**config.mk**
```make
export PLATFORM = sky130hd
export DESIGN_NAME = nsos_mac
export DESIGN_NICKNAME = d
export VERILOG_FILES = /design/src/sv/nsos_pkg.sv /design/src/sv/nsos_mac.sv
export SDC_FILE = /design/constraint.sdc
export NUM_CORES = 2
export LEC_CHECK = 0
export BUFFER_PORTS_ARGS = -buffer_cell sky130_fd_sc_hd__buf_4
export CORE_MARGIN = 1.5
export CORE_UTILIZATION = 52
export DETAILED_ROUTE_END_ITERATION = 12
export GPL_TIMING_DRIVEN = 1
export PLACE_DENSITY = 0.65
export REMOVE_ABC_BUFFERS = 1
export SYNTH_ARGS = -nofsm -noshare
export SYNTH_HDL_FRONTEND = slang
export SYNTH_SLANG_ARGS = --single-unit
export TNS_END_PERCENT = 10
```
**constraint.sdc**
```tcl
create_clock -name clk -period 22.5 [get_ports clk]
set_input_delay 5.625 -clock clk [delete_from_list [all_inputs] [get_ports clk]]
set_output_delay 5.625 -clock clk [all_outputs]
set_load 0.01 [all_outputs]
```
**src/sv/nsos_pkg.sv**
```systemverilog
// Shared types, sizes and codes for the nearest-sample outlier score block.
`timescale 1ns / 1ps
`default_nettype none

package nsos_pkg;

  // Store sizes
  localparam int MAX_POINTS  = 1024;
  localparam int MAX_DIMS    = 8;
  localparam int MAX_SAMPLES = 256;

  // Index and counter widths derived from the store sizes
  localparam int PT_W      = $clog2(MAX_POINTS);
  localparam int DIM_IDX_W = (MAX_DIMS > 1) ? $clog2(MAX_DIMS) : 1;
  localparam int SLOT_W    = (MAX_SAMPLES > 1) ? $clog2(MAX_SAMPLES) : 1;
  localparam int CADDR_W   = $clog2(MAX_POINTS * MAX_DIMS);
  localparam int ND_W      = $clog2(MAX_DIMS + 1);
  localparam int NS_W      = $clog2(MAX_SAMPLES + 1);

  // Arithmetic widths: Q12.12 coordinates, exact squared-distance sums
  localparam int COORD_W = 24;
  localparam int DIFF_W  = COORD_W + 1;
  localparam int PROD_W  = 2 * DIFF_W;
  localparam int SUM_W   = PROD_W + $clog2(MAX_DIMS + 1);
  localparam int SQ_W    = SUM_W + (SUM_W % 2);
  localparam int ROOT_W  = SQ_W / 2;
  localparam int SCORE_W = 26;

  // Configuration register widths and indexes
  localparam int PCOUNT_W   = 11;
  localparam int DUSED_W    = 4;
  localparam int SCOUNT_W   = 9;
  localparam int CFG_DATA_W = 11;
  localparam int CFG_IDX_W  = 2;

  localparam logic [CFG_IDX_W-1:0] CFG_POINT_COUNT  = 2'd0;
  localparam logic [CFG_IDX_W-1:0] CFG_DIMS_USED    = 2'd1;
  localparam logic [CFG_IDX_W-1:0] CFG_SAMPLE_COUNT = 2'd2;

  localparam logic [PCOUNT_W-1:0] PCOUNT_RESET = 11'd1024;
  localparam logic [DUSED_W-1:0]  DUSED_RESET  = 4'd5;
  localparam logic [SCOUNT_W-1:0] SCOUNT_RESET = 9'd256;

  // Command word modes
  localparam logic [1:0] MODE_LOAD_COORD  = 2'd0;
  localparam logic [1:0] MODE_LOAD_SAMPLE = 2'd1;
  localparam logic [1:0] MODE_QUERY       = 2'd2;

  typedef struct packed {
    logic [1:0]  mode;
    logic [9:0]  point_index;
    logic [2:0]  dim_index;
    logic signed [23:0] coord_value;
    logic [7:0]  sample_slot;
    logic [9:0]  sample_point;
  } item_t;

  typedef struct packed {
    logic [25:0] score;
    logic [9:0]  query_point;
    logic        error;
  } result_t;

  // Tag that travels with each coordinate read into the distance unit
  typedef struct packed {
    logic                 valid;
    logic                 load;   // word is a query coordinate to cache
    logic                 first;  // first dimension of a sample
    logic                 last;   // last dimension of a sample
    logic [DIM_IDX_W-1:0] dim;
  } mac_tag_t;

endpackage

`default_nettype wire

```
**src/sv/nsos_mac.sv**
```systemverilog
// Shared distance unit: difference, square, accumulate and keep the smallest positive sum.
`timescale 1ns / 1ps
`default_nettype none

module nsos_mac
  import nsos_pkg::*;
(
  input  wire logic                      clk,
  input  wire logic                      rst,
  input  wire mac_tag_t                  tag,
  input  wire logic signed [COORD_W-1:0] coord,
  input  wire logic                      clear,
  output logic [SUM_W-1:0]               best,
  output logic                           busy
);

  logic signed [COORD_W-1:0] qcoord [MAX_DIMS];
  logic signed [DIFF_W-1:0]  diff;
  logic [DIFF_W-1:0]         mag_a;
  logic                      a_valid, a_first, a_last;
  logic [PROD_W-1:0]         prod_b;
  logic                      b_valid, b_first, b_last;
  logic [SUM_W-1:0]          acc;
  logic                      acc_done;

  // Signed difference against the cached query coordinate
  assign diff = DIFF_W'(qcoord[tag.dim]) - DIFF_W'(coord);

  // Cache the query point's coordinates
  always_ff @(posedge clk) begin
    if (tag.valid && tag.load) begin
      qcoord[tag.dim] <= coord;
    end
  end

  // Stage A: magnitude of the difference
  always_ff @(posedge clk) begin
    if (rst) begin
      a_valid <= 1'b0;
    end else begin
      a_valid <= tag.valid && !tag.load;
    end
    a_first <= tag.first;
    a_last  <= tag.last;
    mag_a   <= diff[DIFF_W-1] ? DIFF_W'(-diff) : DIFF_W'(diff);
  end

  // Stage B: square
  always_ff @(posedge clk) begin
    if (rst) begin
      b_valid <= 1'b0;
    end else begin
      b_valid <= a_valid;
    end
    b_first <= a_first;
    b_last  <= a_last;
    prod_b  <= mag_a * mag_a;
  end

  // Stage C: accumulate over dimensions of one sample
  always_ff @(posedge clk) begin
    if (rst) begin
      acc_done <= 1'b0;
    end else begin
      acc_done <= b_valid && b_last;
    end
    if (b_valid) begin
      acc <= (b_first ? '0 : acc) + SUM_W'(prod_b);
    end
  end

  // Stage D: keep the smallest positive sum
  always_ff @(posedge clk) begin
    if (rst || clear) begin
      best <= '0;
    end else if (acc_done && (acc != '0) && ((best == '0) || (acc < best))) begin
      best <= acc;
    end
  end

  assign busy = tag.valid || a_valid || b_valid || acc_done;

endmodule

`default_nettype wire

```
# Word-level counts from Yosys, hierarchy flattened
# Memories as Yosys holds them, arrays and structs flattened.
# Index checks and enable logic that the tools add are counted.
dict set report word_totals {
  output_inout_bits 55
  mem_count 1
  ram_bits 192
  elab_cells 35
  register_bits 190
  in_bits 34
}
# memory depth word_bits read_ports rd_ports_with_merged_regs write_ports line_no
set memory_table {}
lappend memory_table {qcoord 8 24 1 0 1 nsos_mac.sv:17} ;# logic signed [COORD_W-1:0] qcoord [MAX_DIMS];
dict set report classes {
  n_mul 1
  mux 4
  n_addsub 3
  reduce_logical 13
  n_lt_le_gt_ge 1
}
# cell count
set ops {}
lappend ops {{$add 54x50->54} 1}
lappend ops {{$logic_not 54->1} 1}
lappend ops {{$lt 54x54->1} 1}
lappend ops {{$mux 54} 1}
lappend ops {{$reduce_bool 54->1} 1}
lappend ops {{$mul 25x25->50} 1}
lappend ops {{$neg 25->25} 1}
lappend ops {{$sub 24x24->25} 1}
lappend ops {{$mux 24} 1}
lappend ops {{$logic_and 1x1->1} 5}
lappend ops {{$logic_or 1x1->1} 5}
lappend ops {{$mux 1} 2}
lappend ops {{$logic_not 1->1} 1}

# Depth between registers and ports, before layout
# An unclocked memory read counts as a cell.
dict set report depth {
  ltp_word 4
  depth_mapped 29
  ltp_nobuf 27
}

# Least setup slack after synthesis
# OpenSTA, ideal clock, no wires.
dict set report synth_timing {
  kind {input-to-output}
  startpoint {input port tag[6] (netlist bit)}
  endpoint {output port busy}
  path_buffers 0
  slack_ns 10.678
  t_arrival_ns 6.197
  path_stages 1
  t_required_ns 16.875
  cell_sequence {or4_1}
}
dict set report synth_via {
  elab_chain_len 3
}
# element line_no
set synth_lines {}
lappend synth_lines {{start, declared} nsos_mac.sv:10} ;# input wire mac_tag_t tag,
lappend synth_lines {{$logic_or 1x1->1 (3 in series)} nsos_mac.sv:81} ;# assign busy = tag.valid || a_valid || b_valid || acc_done;
lappend synth_lines {{end, declared} nsos_mac.sv:14} ;# output logic busy
# Every way passes these cells.

# Worst setup path in the final report
# Ends and elaborated chain as after synthesis.

==> flow_metrics.py <==
metrics = {
    "outcome": {
        "outcome": "complete, no violations",
    },
    "detailed_routing": {
        "viasPerCell": 5.34,
        "routed_wl_um": 82100,
        "drc": 0,
        "antenna_left": 0,
        "vias": 25200,
        "wl_per_cell_um": 17.4,
        "firstDrtPassIters": 5,
        "first_iter_violations": 1465,
    },
    "cts": {
        "cts_tree": "yes",
        "cts.hold.buffers_added": 0,
        "clk_pin_slew_worst_paths_ns": 0.06,
        "clockRootBuffer": "clkbuf_16",
        "numCtsBuffers": 43,
        "insertion_delay_ns": 0.59,
        "post-cts-setup-buffer-count": 0,
        "ctsResizeCount": 0,
        "cts.path.max_buffers": 3,
        "cts.sinks": 381,
        "htree_levels": 2,
    },
    "floorplan": {
        "die_w_um": 269,
        "die_h_um": 269,
        "rows": 97,
        "die_area_mm2": 0.0723,
        "core-area_mm2": 0.0700,
        "initial_utilization_pct": 52.5,
        "ioPinCount": 89,
    },
    "worst_hold_path": {
        "min_to": "b_first",
        "min_from": "a_first",
        "hold_depth": 0,
        "hold_path.class": "reg2reg",
    },
    "synth": {
        "syn_area_mm2": 0.0368,
        "synthCells": 3699,
        "synth-edff-count": 246,
        "synth-main-ff-cell": "edfxtp_1",
        "ys_seq_elements": 381,
        "ys_types": 79,
        "avgSynthCellArea_um2": 9.94,
        "synth-async-reset-ratio_pct": 0,
        "ys_seq_area_share_pct": 27.4,
        "yosys_warnings": 0,
    },
    "worst_setup_path": {
        "crit_arrival_ns": 6.59,
        "startpoint_type": "input port",
        "crit_fanout": 10,
        "r2r_cells": 25,
        "r2r_start": "mag_a[2]",
        "critical_path_required_ns": 16.88,
        "r2r_slack_ns": 14.17,
        "rr_endpoint": "prod_b[49]",
        "startpoint": "tag[6]",
        "endpoint_kind": "output pin",
        "critPathKind": "in2out",
    },
    "grt": {
        "grt_usage_pct": 23.5,
        "grt_pass1_vias": 26100,
        "grt_antenna_before_repair": 0,
        "grt_max_degree": 109,
        "grt.overflow.total": 0,
        "grt_pass1_wl_um": 135000,
    },
    "cells_and_area": {
        "finalNetCount": 4555,
        "design_area_mm2": 0.0398,
        "nFillCells": 6208,
        "diodes": 0,
        "syn_to_final_growth_pct": 8.39,
        "drive_above_1_share_pct": 6.23,
    },
    "sta": {
        "setup_ws_ns": 10.29,
        "max_slew.worst_pin.slew_ns": 1.10,
        "slew_headroom_pct": 24.8,
        "post-route-period-util_pct": 54.3,
        "setup-violations-final": 0,
        "drv_slew": 0,
        "hold_viol": 0,
        "fmax_ghz": 0.0819,
        "fin_crit_ns": 12.21,
        "finalSetupTns_ns": 0,
        "rsz0062_at_grt": "false",
        "fin_skew_ns": 0.0467,
    },
    "placed_design": {
        "placed_area_mm2": 0.0384,
        "gp_routability_congestion": 0.847,
        "place_ws_ns": 10.29,
        "dpl.hpwl_um": 61900,
        "io_buffers": 88,
    },
    "flow_run": {
        "maxCapViolations": 0,
    },
}
## worst max-delay path: stages
cell	delay, ns
buf_4	0.17
or4_1	0.61
buf_4	0.18
## Yosys cell counts (6+ instances only)
library cell | count | area, µm²
nand3_1 | 35 | 175
a21oi_1 | 140 | 701
mux2i_1 | 53 | 531
nor3_1 | 22 | 110
a211oi_1 | 10 | 75.1
a21boi_0 | 6 | 45.0
nor2b_1 | 76 | 475
buf_2 | 9 | 45.0
clkbuf_1 | 122 | 458
a2111oi_0 | 8 | 70.1
edfxtp_1 | 246 | 7390
nand2b_1 | 13 | 81.3
o31ai_1 | 7 | 52.6
a31oi_1 | 25 | 156
ha_1 | 313 | 3920
inv_1 | 770 | 2890
and3_1 | 30 | 188
or3_1 | 8 | 50.1
a21o_1 | 84 | 631
fa_1 | 468 | 9370
a221oi_1 | 8 | 70.1
nor4_1 | 30 | 188
a22oi_1 | 95 | 713
o21ai_0 | 66 | 330
dfxtp_1 | 135 | 2700
nor3b_1 | 10 | 75.1
o21a_1 | 15 | 113
o21bai_1 | 19 | 143
xnor2_1 | 87 | 762
and2_1 | 146 | 913
o21ai_1 | 6 | 30.0
nand4_1 | 53 | 332
nor2_1 | 103 | 387
o211ai_1 | 11 | 82.6
nand2_1 | 334 | 1250
xor2_1 | 52 | 455
## cells in the final DEF, fill, tap and decap left out, types with 53 or more instances in the layout
master	n
a22oi_1	95
edfxtp_1	246
mux2i_1	53
nor2_1	100
nor2b_1	76
and2_1	145
ha_1	313
o21ai_0	66
inv_1	770
xnor2_1	87
a21oi_1	140
fa_1	468
nand2_1	334
dfxtp_1	133
nand4_1	53
buf_4	129
a21o_1	84
## state kept, by name, indices dropped and copies added, names as in the netlist, 25 cells and up
signal  cells
prod_b     49
qcoord    192
acc        54
best       54
mag_a      25
## layout make-up
| type | count | area [µm²] | share of cell area (%) |
|---|---|---|---|
| multi-input cells | 2415 | 23300 | 58.5 |
| flip-flops and latches | 381 | 10100 | 25.3 |
| inverters | 770 | 2890 | 7.25 |
| well taps | 940 | 1180 | 2.95 |
| clock buffers | 55 | 1140 | 2.86 |
| repair buffers | 129 | 968 | 2.43 |
| clock inverters | 24 | 269 | 0.675 |
## routing by layer
metal,part of all wire [%],vias to the layer above,GRT usage (%)
li1,-,12100,-
met1,46,12400,32.1
met2,48,565,40.3
met3,4.7,104,2.66
met4,1.8,0,5.34
met5,0,-,0
## logic make-up (layout without fill, tap and decap cells)
kind of cell | count (synthesis) | in the layout | share of synthesized area, %
muxes | 56 | 56 | 1.53
xor gates and xnor gates | 139 | 139 | 3.31
and+or+nand+nor | 881 | 881 | 12.0
AOI/OAI and AO/OA | 558 | 558 | 10.3
DFF | 381 | 381 | 27.4
adders and majority gates | 781 | 781 | 36.1
buffers and inverters | 903 | 978 | 9.26
## worst max path at each step
stage	endpoint	slack, ns	depth (start not counted)
after floorplan	busy	10.68	1
after global placement	busy	10.28	3
after detailed placement	busy	10.29	3
after CTS	busy	10.28	3
after global routing	busy	10.28	3
final	busy	10.29	3
## stage by stage
stage,hold WS [ns],utilization [%],std cells
floorplan,0.310,-,3566
global placement,0.311,54.9,4635
detailed placement,0.315,54.9,4635
CTS,0.328,56.9,4714
global route,0.335,56.9,4714
finish,0.327,56.9,4714
Power is not shown: default switching activity piles up to over one toggle a cycle in this logic, so the estimate is an artifact.
