<file path="src/sv/nsos_pkg.sv">
// Shared types, sizes and codes for the nearest-sample outlier score block.
`timescale 1ns / 1ps
`default_nettype none

package nsos_pkg;

  // Store sizes
  localparam int MAX_POINTS  = 1024;
  localparam int MAX_DIMS    = 8;
  localparam int MAX_SAMPLES = 256;

  // Index and counter widths derived from the store sizes
  localparam int PT_W      = $clog2(MAX_POINTS);
  localparam int DIM_IDX_W = (MAX_DIMS > 1) ? $clog2(MAX_DIMS) : 1;
  localparam int SLOT_W    = (MAX_SAMPLES > 1) ? $clog2(MAX_SAMPLES) : 1;
  localparam int CADDR_W   = $clog2(MAX_POINTS * MAX_DIMS);
  localparam int ND_W      = $clog2(MAX_DIMS + 1);
  localparam int NS_W      = $clog2(MAX_SAMPLES + 1);

  // Arithmetic widths: Q12.12 coordinates, exact squared-distance sums
  localparam int COORD_W = 24;
  localparam int DIFF_W  = COORD_W + 1;
  localparam int PROD_W  = 2 * DIFF_W;
  localparam int SUM_W   = PROD_W + $clog2(MAX_DIMS + 1);
  localparam int SQ_W    = SUM_W + (SUM_W % 2);
  localparam int ROOT_W  = SQ_W / 2;
  localparam int SCORE_W = 26;

  // Configuration register widths and indexes
  localparam int PCOUNT_W   = 11;
  localparam int DUSED_W    = 4;
  localparam int SCOUNT_W   = 9;
  localparam int CFG_DATA_W = 11;
  localparam int CFG_IDX_W  = 2;

  localparam logic [CFG_IDX_W-1:0] CFG_POINT_COUNT  = 2'd0;
  localparam logic [CFG_IDX_W-1:0] CFG_DIMS_USED    = 2'd1;
  localparam logic [CFG_IDX_W-1:0] CFG_SAMPLE_COUNT = 2'd2;

  localparam logic [PCOUNT_W-1:0] PCOUNT_RESET = 11'd1024;
  localparam logic [DUSED_W-1:0]  DUSED_RESET  = 4'd5;
  localparam logic [SCOUNT_W-1:0] SCOUNT_RESET = 9'd256;

  // Command word modes
  localparam logic [1:0] MODE_LOAD_COORD  = 2'd0;
  localparam logic [1:0] MODE_LOAD_SAMPLE = 2'd1;
  localparam logic [1:0] MODE_QUERY       = 2'd2;

  typedef struct packed {
    logic [1:0]  mode;
    logic [9:0]  point_index;
    logic [2:0]  dim_index;
    logic signed [23:0] coord_value;
    logic [7:0]  sample_slot;
    logic [9:0]  sample_point;
  } item_t;

  typedef struct packed {
    logic [25:0] score;
    logic [9:0]  query_point;
    logic        error;
  } result_t;

  // Tag that travels with each coordinate read into the distance unit
  typedef struct packed {
    logic                 valid;
    logic                 load;   // word is a query coordinate to cache
    logic                 first;  // first dimension of a sample
    logic                 last;   // last dimension of a sample
    logic [DIM_IDX_W-1:0] dim;
  } mac_tag_t;

endpackage

`default_nettype wire

</file>
<file path="src/sv/nsos_isqrt.sv">
// Bit-serial integer square root, one result bit per cycle.
`timescale 1ns / 1ps
`default_nettype none

module nsos_isqrt
  import nsos_pkg::*;
(
  input  wire logic              clk,
  input  wire logic              rst,
  input  wire logic              start,
  input  wire logic [SQ_W-1:0]   value,
  output logic                   done,
  output logic [ROOT_W-1:0]      root
);

  localparam int REM_W = ROOT_W + 2;
  localparam int CNT_W = $clog2(ROOT_W + 1);

  typedef enum logic {SQ_IDLE, SQ_RUN} sq_state_t;

  sq_state_t          state;
  logic [SQ_W-1:0]    rad;
  logic [REM_W-1:0]   rem;
  logic [REM_W-1:0]   rem_sh;
  logic [REM_W-1:0]   trial;
  logic [CNT_W-1:0]   cnt;

  // Bring down the next two radicand bits and form the trial subtrahend
  assign rem_sh = {rem[REM_W-3:0], rad[SQ_W-1 -: 2]};
  assign trial  = {root, 2'b01};

  always_ff @(posedge clk) begin
    if (rst) begin
      state <= SQ_IDLE;
      done  <= 1'b0;
    end else begin
      done <= 1'b0;
      case (state)
        SQ_IDLE: begin
          if (start) begin
            rad   <= value;
            rem   <= '0;
            root  <= '0;
            cnt   <= CNT_W'(ROOT_W);
            state <= SQ_RUN;
          end
        end
        SQ_RUN: begin
          rad <= rad << 2;
          if (rem_sh >= trial) begin
            rem  <= rem_sh - trial;
            root <= {root[ROOT_W-2:0], 1'b1};
          end else begin
            rem  <= rem_sh;
            root <= {root[ROOT_W-2:0], 1'b0};
          end
          cnt <= cnt - CNT_W'(1);
          if (cnt == CNT_W'(1)) begin
            done  <= 1'b1;
            state <= SQ_IDLE;
          end
        end
        default: state <= SQ_IDLE;
      endcase
    end
  end

endmodule

`default_nettype wire
</file>
<file path="config.mk">
export PLATFORM = sky130hd
export DESIGN_NAME = nsos_isqrt
export DESIGN_NICKNAME = d
export VERILOG_FILES = /design/src/sv/nsos_pkg.sv /design/src/sv/nsos_isqrt.sv
export SDC_FILE = /design/constraint.sdc
export NUM_CORES = 1
export LEC_CHECK = 0
export BUFFER_PORTS_ARGS = -buffer_cell sky130_fd_sc_hd__buf_2
export CAP_MARGIN = 20
export CORE_ASPECT_RATIO = 0.6
export CORE_MARGIN = 2
export CORE_UTILIZATION = 43
export DETAILED_ROUTE_END_ITERATION = 7
export HOLD_SLACK_MARGIN = 0.05
export PLACE_DENSITY = 0.59
export SYNTH_ARGS = -nofsm -noshare
export SYNTH_HDL_FRONTEND = slang
export SYNTH_SLANG_ARGS = --single-unit
</file>
<file path="constraint.sdc">
create_clock -name clk -period 10.1 [get_ports clk]
set_input_delay 1.515 -clock clk [delete_from_list [all_inputs] [get_ports clk]]
set_output_delay 1.515 -clock clk [all_outputs]
set_load 0.01 [all_outputs]
</file>
### Yosys cells after proc, flatten, opt, wreduce, memory -nomap -nowiden

Index checks and enable logic that the tools add are counted.

| operators by class | value |
|---|---|
| $add $sub $neg | 2 |
| reduce and logical (&&, ||, !) cells | 2 |
| bitwise logic cells | 2 |
| multiplexer cells | 14 |
| $lt $le $gt $ge | 1 |
| eq/ne operators | 2 |

Operators by type and width:

| cell | number |
|---|---|
| $pmux W27 S2 | 2 |
| $pmux W54 S2 | 1 |
| $mux W27 | 3 |
| $mux W54 | 1 |
| $ge A29 B29 Y1 | 1 |
| $sub A27 B27 Y27 | 1 |
| $pmux W5 S2 | 1 |
| $eq A5 B1 Y1 const B | 1 |
| $mux W5 | 1 |
| $sub A5 B1 Y5 const B | 1 |
| $mux W1 | 4 |
| $ne A2 B2 Y1 const B | 1 |
| $not A1 Y1 | 2 |
| $pmux W1 S2 | 1 |
| $reduce_and A2 Y1 | 1 |
| $reduce_or A2 Y1 | 1 |

| word-level totals | value |
|---|---|
| bits of input ports | 57 |
| flip-flop bits (word level) | 115 |

### Longest topological paths before layout

| logic depth | value |
|---|---|
| depth in word-level cells | 3 |
| depth in mapped cells | 13 |

### Worst setup path before layout

OpenSTA, ideal clock, no wires.

| timing path | value |
|---|---|
| path type | input port to flip-flop |
| start | input start |
| end | register cnt[0] (enable) |
| arrival | 6.274 ns |
| setup slack | 3.239 ns |
| stages | 2 |
| setup time | 0.587 ns |
| cells stage by stage | nor2_1 nor2_1 |

| on the way | value |
|---|---|
| longest elaborated chain between the ends | 2 |

Ends and longest elaborated chain:

| element | line | source |
|---|---|---|
| start, declared | nsos_isqrt.sv:10 | `input wire logic start,` |
| $ne A2 B2 Y1 (no source line) | -- |  |
| $reduce_and A2 Y1 (no source line) | -- |  |
| end signal, assigned | nsos_isqrt.sv:44 | `cnt <= CNT_W'(ROOT_W);` |
| end signal, assigned | nsos_isqrt.sv:57 | `cnt <= cnt - CNT_W'(1);` |
| end, declared | nsos_isqrt.sv:26 | `logic [CNT_W-1:0] cnt;` |

Every way passes these cells.
A chain may end at the register's enable or synchronous reset.

### Worst setup path in the final report

| timing path | value |
|---|---|
| start | register root[6] |
| end | register rem[24], data pin |

| on the way | value |
|---|---|
| longest elaborated chain between the ends | 3 |
| elaborated cells on any way between the ends | 4 |

Ends and longest elaborated chain:

| element | line | source |
|---|---|---|
| start, declared | nsos_isqrt.sv:13 | `output logic [ROOT_W-1:0] root` |
| start signal, assigned | nsos_isqrt.sv:52 | `root <= {root[ROOT_W-2:0], 1'b1};` |
| start signal, assigned | nsos_isqrt.sv:55 | `root <= {root[ROOT_W-2:0], 1'b0};` |
| $sub A27 B27 Y27 / $ge A29 B29 Y1 (equally long branches) | nsos_isqrt.sv:51, nsos_isqrt.sv:50 |  |
| $mux W27 (*) | nsos_isqrt.sv:50 | `if (rem_sh >= trial) begin` |
| $pmux W27 S2 (*) | nsos_isqrt.sv:38 | `case (state)` |
| end signal, assigned | nsos_isqrt.sv:51 | `rem <= rem_sh - trial;` |
| end signal, assigned | nsos_isqrt.sv:54 | `rem <= rem_sh;` |
| end, declared | nsos_isqrt.sv:23 | `logic [REM_W-1:0] rem;` |

Mark *: on every way between the ends. The rest lies on a longest branch, timed or not.

==> run_results.csv <==
group,metric,value,unit
outcome,status,"finished clean",
routing,viasPerCell,5.21,
synth,ys_ff_latch,115,
setup_path,critPathKind,"reg -> reg",
timing,slew_headroom,42.9,%
synth,synth_cells,521,
global_route,grt_pass1_vias,4145,
cts,cts_resized,0,
setup_path,startpoint_type,"flop",
setup_path,arrival,3.83,ns
die,core,0.0138,sq mm
synth,synth_edf_count,113,
timing,hold_viol,0,
power,ir_drop,0.000131,V
cts,cts_root_buf,"clkbuf_16",
setup_path,timing.rr.end,"rem[24]$_SDFFCE_PN0P_",
setup_path,required,10.34,ns
cts,postCtsHoldBufs,0,
setup_path,crit_fanout,24,
global_route,antenna_found_initial,0,
routing,postRouteAntennaNets,0,
placement,port_buffers,84,
placement,place_area,0.00676,sq mm
routing,via_count,4227,
power,p_sw,378,uW
power,power-per-cell-area,203,mW/mm^2
global_route,grt_remaining_overflow,0,
synth,synth_nets,609,
timing,min_period,3.59,ns
die,fp-row-count,33,
hold_path,hold_end,"rad[38]$_DFFE_PP_",
cts,cts_sinks,115,
global_route,grt_start_max_net_pins,74,
die,ios,85,
cts,h-tree-depth,4,
routing,drt_iter0_markers,285,
cts,clk_latency,0.40,ns
setup_path,worstSetupEndpointType,"flop",
die,die_h,96.7,microns
synth,synth_cell_types,54,
setup_path,r2r-start,"root[6]$_SDFFCE_PN0P_",
timing,whs,0.543,ns
cts,cts_tree,"done",
run,maxCapViolCount,0,
finish,syn2layout_area_growth,20.9,%
hold_path,holdPathStages,1,
placement,gp_congestion,0.865,
timing,rsz0062_at_grt,"false",
die,dieArea,0.0153,sq mm
setup_path,r2r_slack,6.51,ns
cts,post_cts_buffers,0,
timing,slew_viol_final,0,
placement,place_hpwl,8610,microns
cts,clk_pin_slew,0.06,ns
placement,place_ws,6.56,ns
die,start_util,44.5,%
synth,syn_area,0.00615,sq mm
timing,fin_skew,0.00958,ns
timing,worst_slew_pin_slew,0.856,ns
setup_path,r2r_cells,11,
hold_path,worst_hold_path_type,"reg -> reg",
synth,yosysSeqAreaShare,55.8,%
hold_path,min-delay-start,"rad[36]$_DFFE_PP_",
routing,wl_per_cell,16.0,microns
routing,dr.pass1.iters,5,
power,combPwrFrac,15.5,%
finish,diodes,0,
power,seq_power_share,38.5,%
timing,final.period_utilization,35.5,%
cts,cts_buffers,17,
timing,fmax,279,MHz
timing,setup_viol,0,
power,total_leakage_power,0.00300,uW
cts,cts_max_path_buffers,2,
timing,worst_slack,6.51,ns
finish,postLayoutCellArea,0.00744,sq mm
finish,nFillCells,1191,
synth,syn_avg_cell_area,11.8,sq um
global_route,grt_usage,17.6,%
synth,async_flop_share,0,%
power,p_sw_share,25.1,%
finish,drive_gt1_share,28.8,%
routing,totalWireLength,13000,microns
die,dieWidth,158,microns
finish,layout.nets,694,
timing,setup-tns-final,0,ns
power,pwr-share-clk,46.1,%
power,internal_power,1130,uW
synth,synth_warnings,0,
routing,drc_errors,0,
synth,synth_ff_type,"edfxtp_1",
global_route,grt_pass1_wl,21300,microns
-- state kept, by name (all words and copies together) (netlist names) --
name and count:
state 1, cnt 5, rem 27, done 1, rad 54, root 27
-- cells by family (layout without fill, tap and decap cells) --
kind of cell / count (synthesis) / in the layout / share of synthesized area [%]
AOI/OAI and AO/OA: 107 / 107 / 11.5
xor gates and xnor gates: 19 / 19 / 2.70
adders and majority gates: 31 / 31 / 6.30
buffers and inverters: 60 / 158 / 3.86
DFF: 115 / 115 / 55.8
muxes: 52 / 52 / 9.51
and+or+nand+nor: 137 / 137 / 10.4
-- critical path: stages, from the launching register on --
cell and delay, ns:
edfxtp_1 0.36, inv_1 0.06, ha_1 0.37, and3_1 0.22
nand4_1 0.16, o221ai_2 0.32, o211ai_2 0.17, o31a_1 0.32
nor2_1 0.54, buf_4 0.40, nand2_1 0.24, o22ai_1 0.25
-- cell usage after synthesis (2+ instances only) --
master | count | area share (%)
xor2_1 | 12 | 1.7
nor2b_1 | 4 | 0.41
o21a_1 | 5 | 0.61
a21o_1 | 12 | 1.5
a311o_1 | 2 | 0.33
edfxtp_1 | 113 | 55
xnor2_1 | 7 | 1.0
or3_1 | 6 | 0.61
nand4b_1 | 2 | 0.28
and2_1 | 2 | 0.20
o221ai_1 | 3 | 0.43
a21boi_0 | 2 | 0.24
nor3b_1 | 2 | 0.24
nand2b_1 | 4 | 0.41
inv_1 | 37 | 2.3
a21oi_1 | 36 | 2.9
o22ai_1 | 7 | 0.71
nand2_1 | 45 | 2.7
clkbuf_1 | 15 | 0.91
buf_2 | 3 | 0.24
ha_1 | 31 | 6.3
dfxtp_1 | 2 | 0.65
a211oi_1 | 6 | 0.73
and3_1 | 5 | 0.51
buf_1 | 3 | 0.18
nand4_1 | 5 | 0.51
o31a_1 | 3 | 0.43
mux2_2 | 52 | 9.5
nand3_1 | 8 | 0.65
nor3_1 | 5 | 0.41
a31oi_1 | 5 | 0.51
nor2_1 | 43 | 2.6
o21ai_0 | 13 | 1.1
-- layout by cell type, fill, tap and decap left out, types with 4 or more instances in the layout --
| master | netlist | layout |
|---|---|---|
| edfxtp_1 | 113 | 113 |
| buf_2 | 3 | 84 |
| mux2_2 | 52 | 52 |
| nand2_1 | 45 | 45 |
| nor2_1 | 43 | 42 |
| inv_1 | 37 | 37 |
| a21oi_1 | 36 | 36 |
| ha_1 | 31 | 31 |
| clkbuf_16 | 0 | 17 |
| o21ai_0 | 13 | 13 |
| a21o_1 | 12 | 12 |
| xor2_1 | 12 | 12 |
| nand3_1 | 8 | 8 |
| o22ai_1 | 7 | 7 |
| xnor2_1 | 7 | 7 |
| or3_1 | 6 | 6 |
| a211oi_1 | 6 | 6 |
| bufinv_16 | 0 | 6 |
| o21a_1 | 5 | 5 |
| and3_1 | 5 | 5 |
| nand4_1 | 5 | 5 |
| nor3_1 | 5 | 5 |
| a31oi_1 | 5 | 5 |
| clkinv_4 | 0 | 5 |
| buf_4 | 0 | 5 |
| nor2b_1 | 4 | 4 |
| nand2b_1 | 4 | 4 |
-- how the worst max path moves through the flow --
stage          slack (ns)                     to                   from  cells past startpoint
2_1_floorplan        3.24   cnt[0]$_SDFFCE_PN1P_                  start                      2
3_3_place_gp         6.62   rem[5]$_SDFFCE_PN0P_                    rst                      4
3_5_place_dp         6.56  rem[24]$_SDFFCE_PN0P_   rem[5]$_SDFFCE_PN0P_                     10
4_1_cts              6.52  rem[24]$_SDFFCE_PN0P_   rem[6]$_SDFFCE_PN0P_                     10
5_1_grt              6.12  rem[24]$_SDFFCE_PN0P_   rem[6]$_SDFFCE_PN0P_                     10
6_report             6.51  rem[24]$_SDFFCE_PN0P_  root[6]$_SDFFCE_PN0P_                     11
-- metrics by stage --
stage	std cells	power, uW	utilization, %
2_1_floorplan	521	761	-
3_3_place_gp	779	815	48.9
3_5_place_dp	779	819	48.9
4_1_cts	811	1520	53.8
5_1_grt	811	1570	53.8
6_report	811	1510	53.8
-- per-layer routing --
layer	GRT usage, %	up-vias	part of all wire [%]
met3	3.49	9	4.2
met4	5.06	0	0.63
met2	24.6	98	42
li1	-	2097	-
met5	0	-	0
met1	27.6	2023	53
-- power groups by stage --
stage,clock network [uW],registers [uW],logic (uW)
6_report,695,580,233
5_1_grt,729,583,260
4_1_cts,707,580,233
3_5_place_dp,0,589,230
3_3_place_gp,0,588,227
2_1_floorplan,0,593,168
-- cell type report --
class	count	area [sq um]	share of cell area (%)
sequential	115	3430	46.1
clock buffer	18	429	5.77
multi-input combinational	346	2490	33.5
timing repair buffer	89	458	6.15
clock inverter	14	250	3.36
inverter	37	139	1.87
tap	192	240	3.23
No activity file was read; power rests on OpenSTA's default activity.
